**config.mk**
```make
export PLATFORM = sky130hd
export DESIGN_NAME = stable_priority_queue_with_update_core
export DESIGN_NICKNAME = d
export VERILOG_FILES = /design/src/hw/rtl/spq_pkg.sv /design/src/hw/rtl/stable_priority_queue_with_update_core.sv /design/src/hw/rtl/spq_cell.sv
export SDC_FILE = /design/constraint.sdc
export NUM_CORES = 1
export LEC_CHECK = 0
export ABC_AREA = 1
export BUFFER_PORTS_ARGS = -buffer_cell sky130_fd_sc_hd__buf_2
export CORE_UTILIZATION = 65
export CTS_BUF_LIST = sky130_fd_sc_hd__clkbuf_8
export DETAILED_ROUTE_END_ITERATION = 7
export HOLD_SLACK_MARGIN = 0.15
export PLACE_DENSITY_LB_ADDON = 0.25
export SYNTH_ARGS = -nofsm -noshare
export SYNTH_HDL_FRONTEND = slang
export SYNTH_SLANG_ARGS = --single-unit
```
**constraint.sdc**
```tcl
create_clock -name clk -period 7.3 [get_ports clk]
set_clock_uncertainty 0.15 [all_clocks]
set_input_delay 2.19 -clock clk [delete_from_list [all_inputs] [get_ports clk]]
set_output_delay 2.19 -clock clk [all_outputs]
set_load 0.03 [all_outputs]
```
**src/hw/rtl/spq_pkg.sv**
```systemverilog
package spq_pkg;

  localparam int CAPACITY_DEF  = 16;
  localparam int ID_BITS_DEF   = 16;
  localparam int PRIO_BITS_DEF = 8;

  localparam int OP_BITS     = 2;
  localparam int STATUS_BITS = 3;

  localparam logic [OP_BITS-1:0] OP_ADD    = 2'd0;
  localparam logic [OP_BITS-1:0] OP_REMOVE = 2'd1;
  localparam logic [OP_BITS-1:0] OP_UPDATE = 2'd2;
  localparam logic [OP_BITS-1:0] OP_SERVE  = 2'd3;

  localparam logic [STATUS_BITS-1:0] STAT_ADDED     = 3'd0;
  localparam logic [STATUS_BITS-1:0] STAT_REMOVED   = 3'd1;
  localparam logic [STATUS_BITS-1:0] STAT_UPDATED   = 3'd2;
  localparam logic [STATUS_BITS-1:0] STAT_SERVED    = 3'd3;
  localparam logic [STATUS_BITS-1:0] STAT_EMPTY     = 3'd4;
  localparam logic [STATUS_BITS-1:0] STAT_NOT_FOUND = 3'd5;
  localparam logic [STATUS_BITS-1:0] STAT_FULL      = 3'd6;

  typedef enum logic [1:0] {
    CMD_HOLD,
    CMD_INS,
    CMD_DEL
  } cell_cmd_t;

  // handed from each cell to the next one towards the tail
  typedef struct packed {
    logic ge;    // this slot is occupied and has priority >= key
    logic seen;  // deletion point lies at or before this slot
  } link_t;

endpackage

```
**src/hw/rtl/stable_priority_queue_with_update_core.sv**
```systemverilog
// A request is registered in the idle state and its result is loaded in the execute
// state; update runs a delete pass there and then an insert pass in the insert state.
// No new request is taken until the last result has been loaded (req_stall).
// A request is taken while an earlier result still waits at the output.
// Reset clears the entry count, control state and output valid; slot contents
// are left as they are and never read before being written.
module stable_priority_queue_with_update_core
  import spq_pkg::*;
#(
  parameter int CAPACITY  = CAPACITY_DEF,
  parameter int ID_BITS   = ID_BITS_DEF,
  parameter int PRIO_BITS = PRIO_BITS_DEF,
  localparam int CNT_BITS = $clog2(CAPACITY + 1)
) (
  input  logic                   clk,
  input  logic                   rst,
  input  logic                   req_valid,
  output logic                   req_stall,
  input  logic [OP_BITS-1:0]     operation,
  input  logic [ID_BITS-1:0]     entry_id,
  input  logic [PRIO_BITS-1:0]   priority_req,
  output logic                   rsp_valid,
  input  logic                   rsp_stall,
  output logic [STATUS_BITS-1:0] status,
  output logic [ID_BITS-1:0]     served_id,
  output logic [CNT_BITS-1:0]    occupancy
);

  localparam logic [1:0] ST_IDLE = 2'd0;
  localparam logic [1:0] ST_EXEC = 2'd1;
  localparam logic [1:0] ST_INS  = 2'd2;

  localparam logic [CNT_BITS-1:0] FULL_COUNT = CNT_BITS'(CAPACITY);

  logic [1:0]           state, state_next;
  logic [CNT_BITS-1:0]  count, count_next;
  logic [OP_BITS-1:0]   op;
  logic [ID_BITS-1:0]   key_id;
  logic [PRIO_BITS-1:0] key_prio;

  cell_cmd_t            cmd;
  logic                 seed;
  logic                 found;
  logic                 ofree;
  logic                 rsp_load;
  logic [STATUS_BITS-1:0] status_next;
  logic [ID_BITS-1:0]   sid_next;

  logic [ID_BITS-1:0]   cell_id   [CAPACITY];
  logic [PRIO_BITS-1:0] cell_prio [CAPACITY];
  link_t                link      [CAPACITY+1];

  assign req_stall = (state != ST_IDLE);
  assign ofree     = !rsp_valid || !rsp_stall;

  assign link[0].ge   = 1'b1;
  assign link[0].seen = seed;
  assign found        = link[CAPACITY].seen;

  for (genvar i = 0; i < CAPACITY; i++) begin : g_cell
    logic [ID_BITS-1:0]   l_id, r_id;
    logic [PRIO_BITS-1:0] l_prio, r_prio;
    logic                 occ;

    assign occ = (CNT_BITS'(i) < count);

    if (i == 0) begin : g_head
      assign l_id   = key_id;
      assign l_prio = key_prio;
    end else begin : g_mid
      assign l_id   = cell_id[i-1];
      assign l_prio = cell_prio[i-1];
    end

    if (i == CAPACITY - 1) begin : g_tail
      assign r_id   = cell_id[i];
      assign r_prio = cell_prio[i];
    end else begin : g_body
      assign r_id   = cell_id[i+1];
      assign r_prio = cell_prio[i+1];
    end

    spq_cell #(
      .ID_BITS   (ID_BITS),
      .PRIO_BITS (PRIO_BITS)
    ) u_cell (
      .clk        (clk),
      .cmd        (cmd),
      .occ        (occ),
      .key_id     (key_id),
      .key_prio   (key_prio),
      .link_in    (link[i]),
      .link_out   (link[i+1]),
      .left_id    (l_id),
      .left_prio  (l_prio),
      .right_id   (r_id),
      .right_prio (r_prio),
      .id         (cell_id[i]),
      .prio       (cell_prio[i])
    );
  end

  always_comb begin
    state_next  = state;
    count_next  = count;
    cmd         = CMD_HOLD;
    seed        = (op == OP_SERVE);
    rsp_load    = 1'b0;
    status_next = STAT_ADDED;
    sid_next    = '0;
    unique case (state)
      ST_IDLE: begin
        if (req_valid) begin
          state_next = ST_EXEC;
        end
      end
      ST_EXEC: begin
        if (ofree) begin
          state_next = ST_IDLE;
          rsp_load   = 1'b1;
          if (op == OP_ADD) begin
            if (count == FULL_COUNT) begin
              status_next = STAT_FULL;
            end else begin
              cmd         = CMD_INS;
              count_next  = count + 1'b1;
              status_next = STAT_ADDED;
            end
          end else if (count == '0) begin
            status_next = STAT_EMPTY;
          end else if (op == OP_SERVE) begin
            cmd         = CMD_DEL;
            count_next  = count - 1'b1;
            status_next = STAT_SERVED;
            sid_next    = cell_id[0];
          end else if (!found) begin
            status_next = STAT_NOT_FOUND;
          end else if (op == OP_REMOVE) begin
            cmd         = CMD_DEL;
            count_next  = count - 1'b1;
            status_next = STAT_REMOVED;
            sid_next    = key_id;
          end else begin
            cmd        = CMD_DEL;
            count_next = count - 1'b1;
            rsp_load   = 1'b0;
            state_next = ST_INS;
          end
        end
      end
      ST_INS: begin
        if (ofree) begin
          cmd         = CMD_INS;
          count_next  = count + 1'b1;
          status_next = STAT_UPDATED;
          rsp_load    = 1'b1;
          state_next  = ST_IDLE;
        end
      end
      default: begin
        state_next = ST_IDLE;
      end
    endcase
  end

  always_ff @(posedge clk) begin
    if (rst) begin
      state     <= ST_IDLE;
      count     <= '0;
      rsp_valid <= 1'b0;
    end else begin
      state <= state_next;
      count <= count_next;
      if (rsp_load) begin
        rsp_valid <= 1'b1;
      end else if (!rsp_stall) begin
        rsp_valid <= 1'b0;
      end
    end
  end

  always_ff @(posedge clk) begin
    if (req_valid && !req_stall) begin
      op       <= operation;
      key_id   <= entry_id;
      key_prio <= priority_req;
    end
    if (rsp_load) begin
      status    <= status_next;
      served_id <= sid_next;
      occupancy <= count_next;
    end
  end

endmodule

```
**src/hw/rtl/spq_cell.sv**
```systemverilog
module spq_cell
  import spq_pkg::*;
#(
  parameter int ID_BITS   = ID_BITS_DEF,
  parameter int PRIO_BITS = PRIO_BITS_DEF
) (
  input  logic                 clk,
  input  cell_cmd_t            cmd,
  input  logic                 occ,
  input  logic [ID_BITS-1:0]   key_id,
  input  logic [PRIO_BITS-1:0] key_prio,
  input  link_t                link_in,
  output link_t                link_out,
  input  logic [ID_BITS-1:0]   left_id,
  input  logic [PRIO_BITS-1:0] left_prio,
  input  logic [ID_BITS-1:0]   right_id,
  input  logic [PRIO_BITS-1:0] right_prio,
  output logic [ID_BITS-1:0]   id,
  output logic [PRIO_BITS-1:0] prio
);

  logic ge;
  logic hit;
  logic del_here;

  assign ge       = occ && (prio >= key_prio);
  assign hit      = occ && (id == key_id);
  assign del_here = link_in.seen || hit;

  assign link_out.ge   = ge;
  assign link_out.seen = del_here;

  always_ff @(posedge clk) begin
    case (cmd)
      CMD_INS: begin
        if (!ge) begin
          if (link_in.ge) begin
            id   <= key_id;
            prio <= key_prio;
          end else begin
            id   <= left_id;
            prio <= left_prio;
          end
        end
      end
      CMD_DEL: begin
        if (del_here) begin
          id   <= right_id;
          prio <= right_prio;
        end
      end
      default: begin
      end
    endcase
  end

endmodule

```
==> results.py, run 1 <==
metrics = {
    "clock_network": {
        "holdBufCountCts": 0,
        "number_of_buffers_created_by_cts": 79,
        "cts_setup_buffers": 0,
        "ctsLongestPathBuffers": 3,
        "clk_pin_slew_worst_paths_ns": 0.06,
        "clk_latency_ns": 0.68,
        "cts_repair_resize_count": 0,
        "tritoncts": "done",
        "clkSinkCount": 442,
        "ctsRootBufferMaster": "sky130_fd_sc_hd__clkbuf_8",
        "ctsHtreeMaxLevel": 3,
    },
    "global_route": {
        "grt_antenna_before_repair": 0,
        "track_usage": 0.352,
        "grt_start_max_net_pins": 291,
        "grt_overflow": 0,
        "grt_pass1_vias": 24360,
        "grt_pass1_wl_um": 129000,
    },
    "power_and_ir_drop": {
        "leakage_nw": 13.8,
        "power-per-cell-area_mw_per_mm2": 201,
        "totalPowerFinal_mw": 6.27,
        "vdd_ir_drop_max_uv": 182,
    },
    "worst_setup_path": {
        "reg2reg_setup_slack_ns": 1.67,
        "worstSetupStartpointType": "input pin",
        "worst-endpoint-required_ns": 7.40,
        "criticalPathCategory": "in2reg",
        "cp_data_arrival_time_ns": 5.77,
        "worstPathMaxFanout": 290,
        "setup.worst_path.end_class": "flop",
    },
    "final_layout": {
        "final_layout_size_suffix_gt1_frac": 0.0757,
        "n_antenna_cell": 0,
        "layout-area-overhead-vs-synth_pct": 5.96,
        "layout.core_utilization": 0.703,
        "design_area_mm2": 0.0312,
        "commonest_non_fill_non_tap_cells_in_the_layout": "983 x sky130_fd_sc_hd__nand2_1, 586 x sky130_fd_sc_hd__o21ai_0, 468 x sky130_fd_sc_hd__inv_1",
        "final_nets": 3839,
        "final.fill_count": 3550,
        "mostFrequentLayoutCell": "sky130_fd_sc_hd__nand2_1",
    },
    "yosys": {
        "synth_instances": 3711,
        "synth_async_sr_flop_share": 0,
        "synth.distinct_cells": 50,
        "count_of_flip_flops_with_a_built_in_enable_after_synthesis": 434,
        "synth_sequential_area_ratio": 0.448,
        "synth_top_area_share": 0.443,
        "synthDominantAreaCellType": "sky130_fd_sc_hd__edfxtp_1",
        "yosys_warnings": 0,
        "synthesis.nets": 3878,
        "ys_top_cells_by_area": "sky130_fd_sc_hd__edfxtp_1 44%, sky130_fd_sc_hd__nand2_1 13%, sky130_fd_sc_hd__o21ai_0 10%",
        "synth.ff_latch_count": 442,
        "synthesis.area_mm2": 0.0294,
        "synth_top_flop_cell": "sky130_fd_sc_hd__edfxtp_1",
        "synthesis.area_per_instance_um2": 7.93,
    },
    "timing": {
        "max-slew-margin-rel": 0.141,
        "finalHoldViolations": 0,
        "finalSetupTns_ns": 0,
        "worst_hold_slack_ns": 0.371,
        "setup_viol": 0,
        "timing.final.crit_period_ns": 5.66,
        "finalCritPeriodShare": 0.776,
        "clock.fmax_ghz": 0.177,
        "rsz0062_at_grt": "no",
        "worst-slew-pin-transition_ns": 1.29,
        "slew_viol_final": 0,
    },
    "place": {
        "placed_area_mm2": 0.0297,
        "dp.final_hpwl_um": 59100,
        "gp_routability_congestion": 0.967,
        "numPortBuffers": 55,
    },
    "die": {
        "die_y_um": 215,
        "die-area_mm2": 0.0462,
        "row_count": 77,
        "core_area_mm2": 0.0444,
        "initial_core_util": 0.663,
        "boundaryPins": 56,
        "die_x_um": 215,
    },
    "route": {
        "post_drt_via_cell_ratio": 5.95,
        "drt-pass1-iter-count": 6,
        "via_count": 25748,
        "drt_drc_violations_left": 0,
        "drt_first_iter_violations": 3078,
        "routed_wl_um": 81800,
        "post_drt_wl_per_cell_um": 18.9,
        "route.antenna.remaining_nets": 0,
    },
    "status": {
        "run_status": "completed",
    },
    "job": {
        "timing.max_cap.violations": 0,
    },
    "hold_path": {
        "hold_class": "reg2reg",
    },
}
## final cells by class
cell class	count	area, um^2	area share
Inverter	481	1840	0.0589
Clock buffer	84	1160	0.0371
Timing Repair Buffer	112	728	0.0233
Sequential cell	442	13200	0.423
Multi-Input combinational cell	2556	13200	0.424
Tap cell	592	741	0.0237
Clock inverter	61	304	0.00974
## worst max-delay path, stage by stage
cell                       delay (ns)
sky130_fd_sc_hd__buf_2           0.09
sky130_fd_sc_hd__nand2_1         0.28
sky130_fd_sc_hd__inv_1           0.16
sky130_fd_sc_hd__nor2_1          0.23
sky130_fd_sc_hd__nand2_1         0.08
sky130_fd_sc_hd__buf_4           0.22
sky130_fd_sc_hd__inv_1           0.10
sky130_fd_sc_hd__nand3_1         0.10
sky130_fd_sc_hd__inv_1           0.13
sky130_fd_sc_hd__ha_4            0.18
sky130_fd_sc_hd__buf_12          0.71
sky130_fd_sc_hd__nand3_1         0.28
sky130_fd_sc_hd__o221ai_1        0.27
sky130_fd_sc_hd__inv_1           0.47
## sequential cells by signal, indices dropped and copies added (netlist names)
register,count
state,2
count,5
g_cell.l_id,16
g_cell.l_prio,8
g_cell.u_cell.prio,128
served_id,16
occupancy,5
status,3
op,2
g_cell.u_cell.id,256
rsp_valid,1
## power breakdown
group | internal [mW] | total [mW] | switching [mW]
sequential | 2.91 | 2.98 | 0.0756
combinational | 0.324 | 1.07 | 0.751
clock | 1.13 | 2.21 | 1.08
## final timing paths
kind | from | to | cells past startpoint
min reg2reg | state[1] | state[1] | 2
min | state[1] | state[1] | 2
max reg2reg | g_cell[0].l_id[14] | g_cell[13].u_cell.prio[4] | 17
max | rsp_stall | g_cell[13].u_cell.prio[4] | 14
## cells in the mapped netlist (10+ instances only)
master,instances
sky130_fd_sc_hd__clkbuf_1,142
sky130_fd_sc_hd__buf_4,19
sky130_fd_sc_hd__o21a_1,14
sky130_fd_sc_hd__nor2_1,169
sky130_fd_sc_hd__xnor2_1,32
sky130_fd_sc_hd__nand3_1,188
sky130_fd_sc_hd__nand3_2,14
sky130_fd_sc_hd__o22ai_1,10
sky130_fd_sc_hd__nand2_1,983
sky130_fd_sc_hd__o21ai_1,47
sky130_fd_sc_hd__o21ai_0,586
sky130_fd_sc_hd__buf_6,35
sky130_fd_sc_hd__buf_2,24
sky130_fd_sc_hd__a21oi_1,192
sky130_fd_sc_hd__inv_2,16
sky130_fd_sc_hd__ha_1,137
sky130_fd_sc_hd__nand4_1,31
sky130_fd_sc_hd__inv_1,446
sky130_fd_sc_hd__edfxtp_1,434
sky130_fd_sc_hd__xor2_1,77
sky130_fd_sc_hd__buf_1,10
## through the flow
stage                     setup WS (ns)  instances
after CTS                          1.81       4328
after floorplan                    1.24       3711
final                              1.64       4328
after global placement             1.20       4183
after detailed placement           1.11       4183
after global routing               1.36       4328
## cell families (layout without fill, tap and decap cells)
logic type                 Yosys count  count (layout)  share of synthesized area
and+or+nand+nor                   1408            1408                      0.196
AOI/OAI and AO/OA                  902             902                      0.160
buffers and inverters              713             738                      0.105
DFF                                442             442                      0.448
adders and majority gates          137             137                     0.0582
xor gates and xnor gates           109             109                     0.0324
## routing by layer
layer | track usage | vias to the layer above | routed length, um
li1 | - | 12260 | -
met5 | 0 | - | 0
met4 | 0.178 | 0 | 4220
met2 | 0.554 | 1336 | 36900
met1 | 0.476 | 11899 | 33600
met3 | 0.0524 | 253 | 7050
No activity file was read; power rests on OpenSTA's default activity.
==> run 2, diff against run 1 <==
--- a/config.mk
+++ b/config.mk
@@ -7,7 +7,7 @@
 export LEC_CHECK = 0
 export ABC_AREA = 1
 export BUFFER_PORTS_ARGS = -buffer_cell sky130_fd_sc_hd__buf_2
-export CORE_UTILIZATION = 65
+export CORE_UTILIZATION = 60
 export CTS_BUF_LIST = sky130_fd_sc_hd__clkbuf_8
 export DETAILED_ROUTE_END_ITERATION = 7
 export HOLD_SLACK_MARGIN = 0.15
==> constraint.sdc (replaced) <==
create_clock -name clk -period 5.2 [get_ports clk]
set_clock_uncertainty 0.15 [all_clocks]
set_input_delay 1.56 -clock clk [delete_from_list [all_inputs] [get_ports clk]]
set_output_delay 1.56 -clock clk [all_outputs]
set_load 0.03 [all_outputs]
==> run 2 against run 1 <==
Net effect: worst setup slack got worse by 1.1 ns; highest routed layer is now met5; global-route usage decreased by 3.6 points; via count decreased by 2.9%; critical path depth increased by 3; cell count increased by 1.1%; clock power increased by 35%; clock-buffer cell count increased by 1; first-iteration DRC count decreased by 0.71%; sequential share of layout area decreased by 0.26 points; combinational power increased by 41%; register-to-register slack got worse by 1.1 ns.
==> results.py, run 2 (synthesis gave the netlist of run 1 again) <==
metrics = {
    "status": {
        "run_status": "completed",
    },
    "final_layout": {
        "commonest_non_fill_non_tap_cells_in_the_layout": "983 x sky130_fd_sc_hd__nand2_1, 586 x sky130_fd_sc_hd__o21ai_0, 474 x sky130_fd_sc_hd__inv_1",
        "final_layout_size_suffix_gt1_frac": 0.0829,
        "mostFrequentLayoutCell": "sky130_fd_sc_hd__nand2_1",
        "n_antenna_cell": 0,
        "largest-register": "g_cell.u_cell.id",
        "final_nets": 3873,
        "biggestRegsByFlops": "g_cell.u_cell.id: 256 flops, g_cell.u_cell.prio: 128 flops",
        "largest_reg_flops": 256,
        "design_area_mm2": 0.0314,
        "layout-area-overhead-vs-synth_pct": 6.63,
    },
    "die": {
        "die_x_um": 224,
        "initial_core_util": 0.613,
        "boundaryPins": 56,
        "core_area_mm2": 0.0480,
        "row_count": 80,
        "die-area_mm2": 0.0500,
        "die_y_um": 224,
    },
    "timing": {
        "slew_viol_final": 0,
        "clock.fmax_ghz": 0.214,
        "finalCritPeriodShare": 0.897,
        "max-slew-margin-rel": 0.247,
        "worst-slew-pin-transition_ns": 1.13,
        "rsz0062_at_grt": "no",
        "finalSetupTns_ns": 0,
        "timing.final.crit_period_ns": 4.66,
        "setup_viol": 0,
        "worst_hold_slack_ns": 0.347,
        "finalHoldViolations": 0,
        "slack_of_the_critical_path_ns": 0.536,
    },
    "clock_network": {
        "ctsRootBufferMaster": "sky130_fd_sc_hd__clkbuf_8",
        "clkSinkCount": 442,
        "cts_setup_buffers": 0,
        "tritoncts": "done",
        "cts_repair_resize_count": 0,
        "holdBufCountCts": 0,
        "clk_latency_ns": 0.66,
        "clk_pin_slew_worst_paths_ns": 0.06,
        "number_of_buffers_created_by_cts": 78,
        "ctsLongestPathBuffers": 3,
        "ctsHtreeMaxLevel": 3,
    },
    "worst_setup_path": {
        "worst_reg2reg_path_startpoint": "g_cell[0].l_id[15]",
        "worstSetupStartpointType": "flop",
        "cp_data_arrival_time_ns": 4.90,
        "worstPathMaxFanout": 119,
        "worst-endpoint-required_ns": 5.44,
        "worst_r2r_endpoint": "g_cell[10].u_cell.id[6]",
        "reg2reg_setup_slack_ns": 0.54,
        "criticalPathCategory": "reg2reg",
        "setup.worst_path.end_class": "flop",
        "worst-r2r-cell-count": 17,
        "timing.critical_path.from": "g_cell[0].l_id[15]",
    },
    "place": {
        "preCtsSetupSlack_ns": 0.440,
        "placed_area_mm2": 0.0300,
        "dp.final_hpwl_um": 57900,
        "gp_routability_congestion": 1.01,
        "numPortBuffers": 55,
    },
    "route": {
        "routed_wl_um": 78400,
        "drt-pass1-iter-count": 6,
        "route.antenna.remaining_nets": 0,
        "post_drt_wl_per_cell_um": 17.9,
        "via_count": 25006,
        "drt_first_iter_violations": 3056,
        "post_drt_via_cell_ratio": 5.71,
        "drt_drc_violations_left": 0,
    },
    "global_route": {
        "grt_pass1_wl_um": 125000,
        "grt_overflow": 0,
        "track_usage": 0.316,
        "grt_antenna_before_repair": 1,
        "grt_start_max_net_pins": 208,
        "grt_pass1_vias": 23329,
    },
    "power_and_ir_drop": {
        "vdd_ir_drop_max_uv": 198,
        "power-per-cell-area_mw_per_mm2": 276,
        "leakage_nw": 14.0,
    },
    "job": {
        "timing.max_cap.violations": 0,
    },
    "hold_path": {
        "min_delay_path_depth": 2,
        "min_delay_worst_endpoint": "state[1]",
        "worst_hold_startpoint": "state[1]",
        "hold_class": "reg2reg",
    },
}
[run 2: cell types whose count changed in the layout (fill, tap and decap cells not counted), sizes merged]
| cell | before | now |
|---|---|---|
| inv | 495 | 501 |
| bufinv | 2 | 0 |
| clkinv | 43 | 29 |
| buf | 112 | 147 |
| clkbuf | 84 | 85 |
[run 2: stage by stage]
step	power [mW]	cells	utilization
5_1_grt	9.03	4377	0.653
3_5_place_dp	5.72	4241	0.625
6_report	8.66	4377	0.653
3_3_place_gp	5.69	4241	0.625
4_1_cts	8.68	4377	0.653
2_1_floorplan	5.29	3711	-
[run 2: worst max path at each step]
| stage | end | cells past startpoint |
|---|---|---|
| after floorplan | g_cell[8].u_cell.id[0] | 18 |
| after global placement | g_cell[7].u_cell.id[7] | 12 |
| after detailed placement | g_cell[10].u_cell.id[6] | 12 |
| after CTS | g_cell[12].u_cell.id[13] | 17 |
| after global routing | g_cell[11].u_cell.id[13] | 20 |
| final | g_cell[10].u_cell.id[6] | 17 |
[run 2: where the power goes]
group	internal [mW]	leakage, nW	switching, mW
logic	0.470	9.16	1.04
clock network	1.49	0.807	1.49
registers	4.08	4.02	0.0898
[run 2: area by class of cell]
type / instances / area (um^2)
multi-input combinational: 2556 / 13200
fill: 4210 / 16600
clock buffer: 85 / 1170
sequential: 442 / 13200
timing repair buffer: 147 / 978
inverter: 481 / 1840
tap: 615 / 769
clock inverter: 51 / 208
[run 2: critical path, stage by stage (launching register included)]
cell                       delay (ns)
sky130_fd_sc_hd__edfxtp_1        0.59
sky130_fd_sc_hd__inv_2           0.45
sky130_fd_sc_hd__nand2_1         0.10
sky130_fd_sc_hd__nand4_1         0.12
sky130_fd_sc_hd__nor2_1          0.07
sky130_fd_sc_hd__nand2_1         0.08
sky130_fd_sc_hd__nor2_1          0.05
sky130_fd_sc_hd__nor2_1          0.21
sky130_fd_sc_hd__nand2_1         0.14
sky130_fd_sc_hd__nor2_2          0.14
sky130_fd_sc_hd__nand4_4         0.11
sky130_fd_sc_hd__nand3_1         0.12
sky130_fd_sc_hd__inv_1           0.07
sky130_fd_sc_hd__ha_4            0.21
sky130_fd_sc_hd__inv_8           0.10
sky130_fd_sc_hd__buf_4           0.83
sky130_fd_sc_hd__buf_4           0.63
sky130_fd_sc_hd__o21ai_0         0.17
[run 2: layer usage]
layer / GRT usage / vias up / wire [um]
met1: 0.429 / 11445 / 33400
li1: - / 12311 / -
met3: 0.0434 / 174 / 6170
met5: 0 / - / 13
met2: 0.502 / 1074 / 35500
met4: 0.151 / 2 / 3270
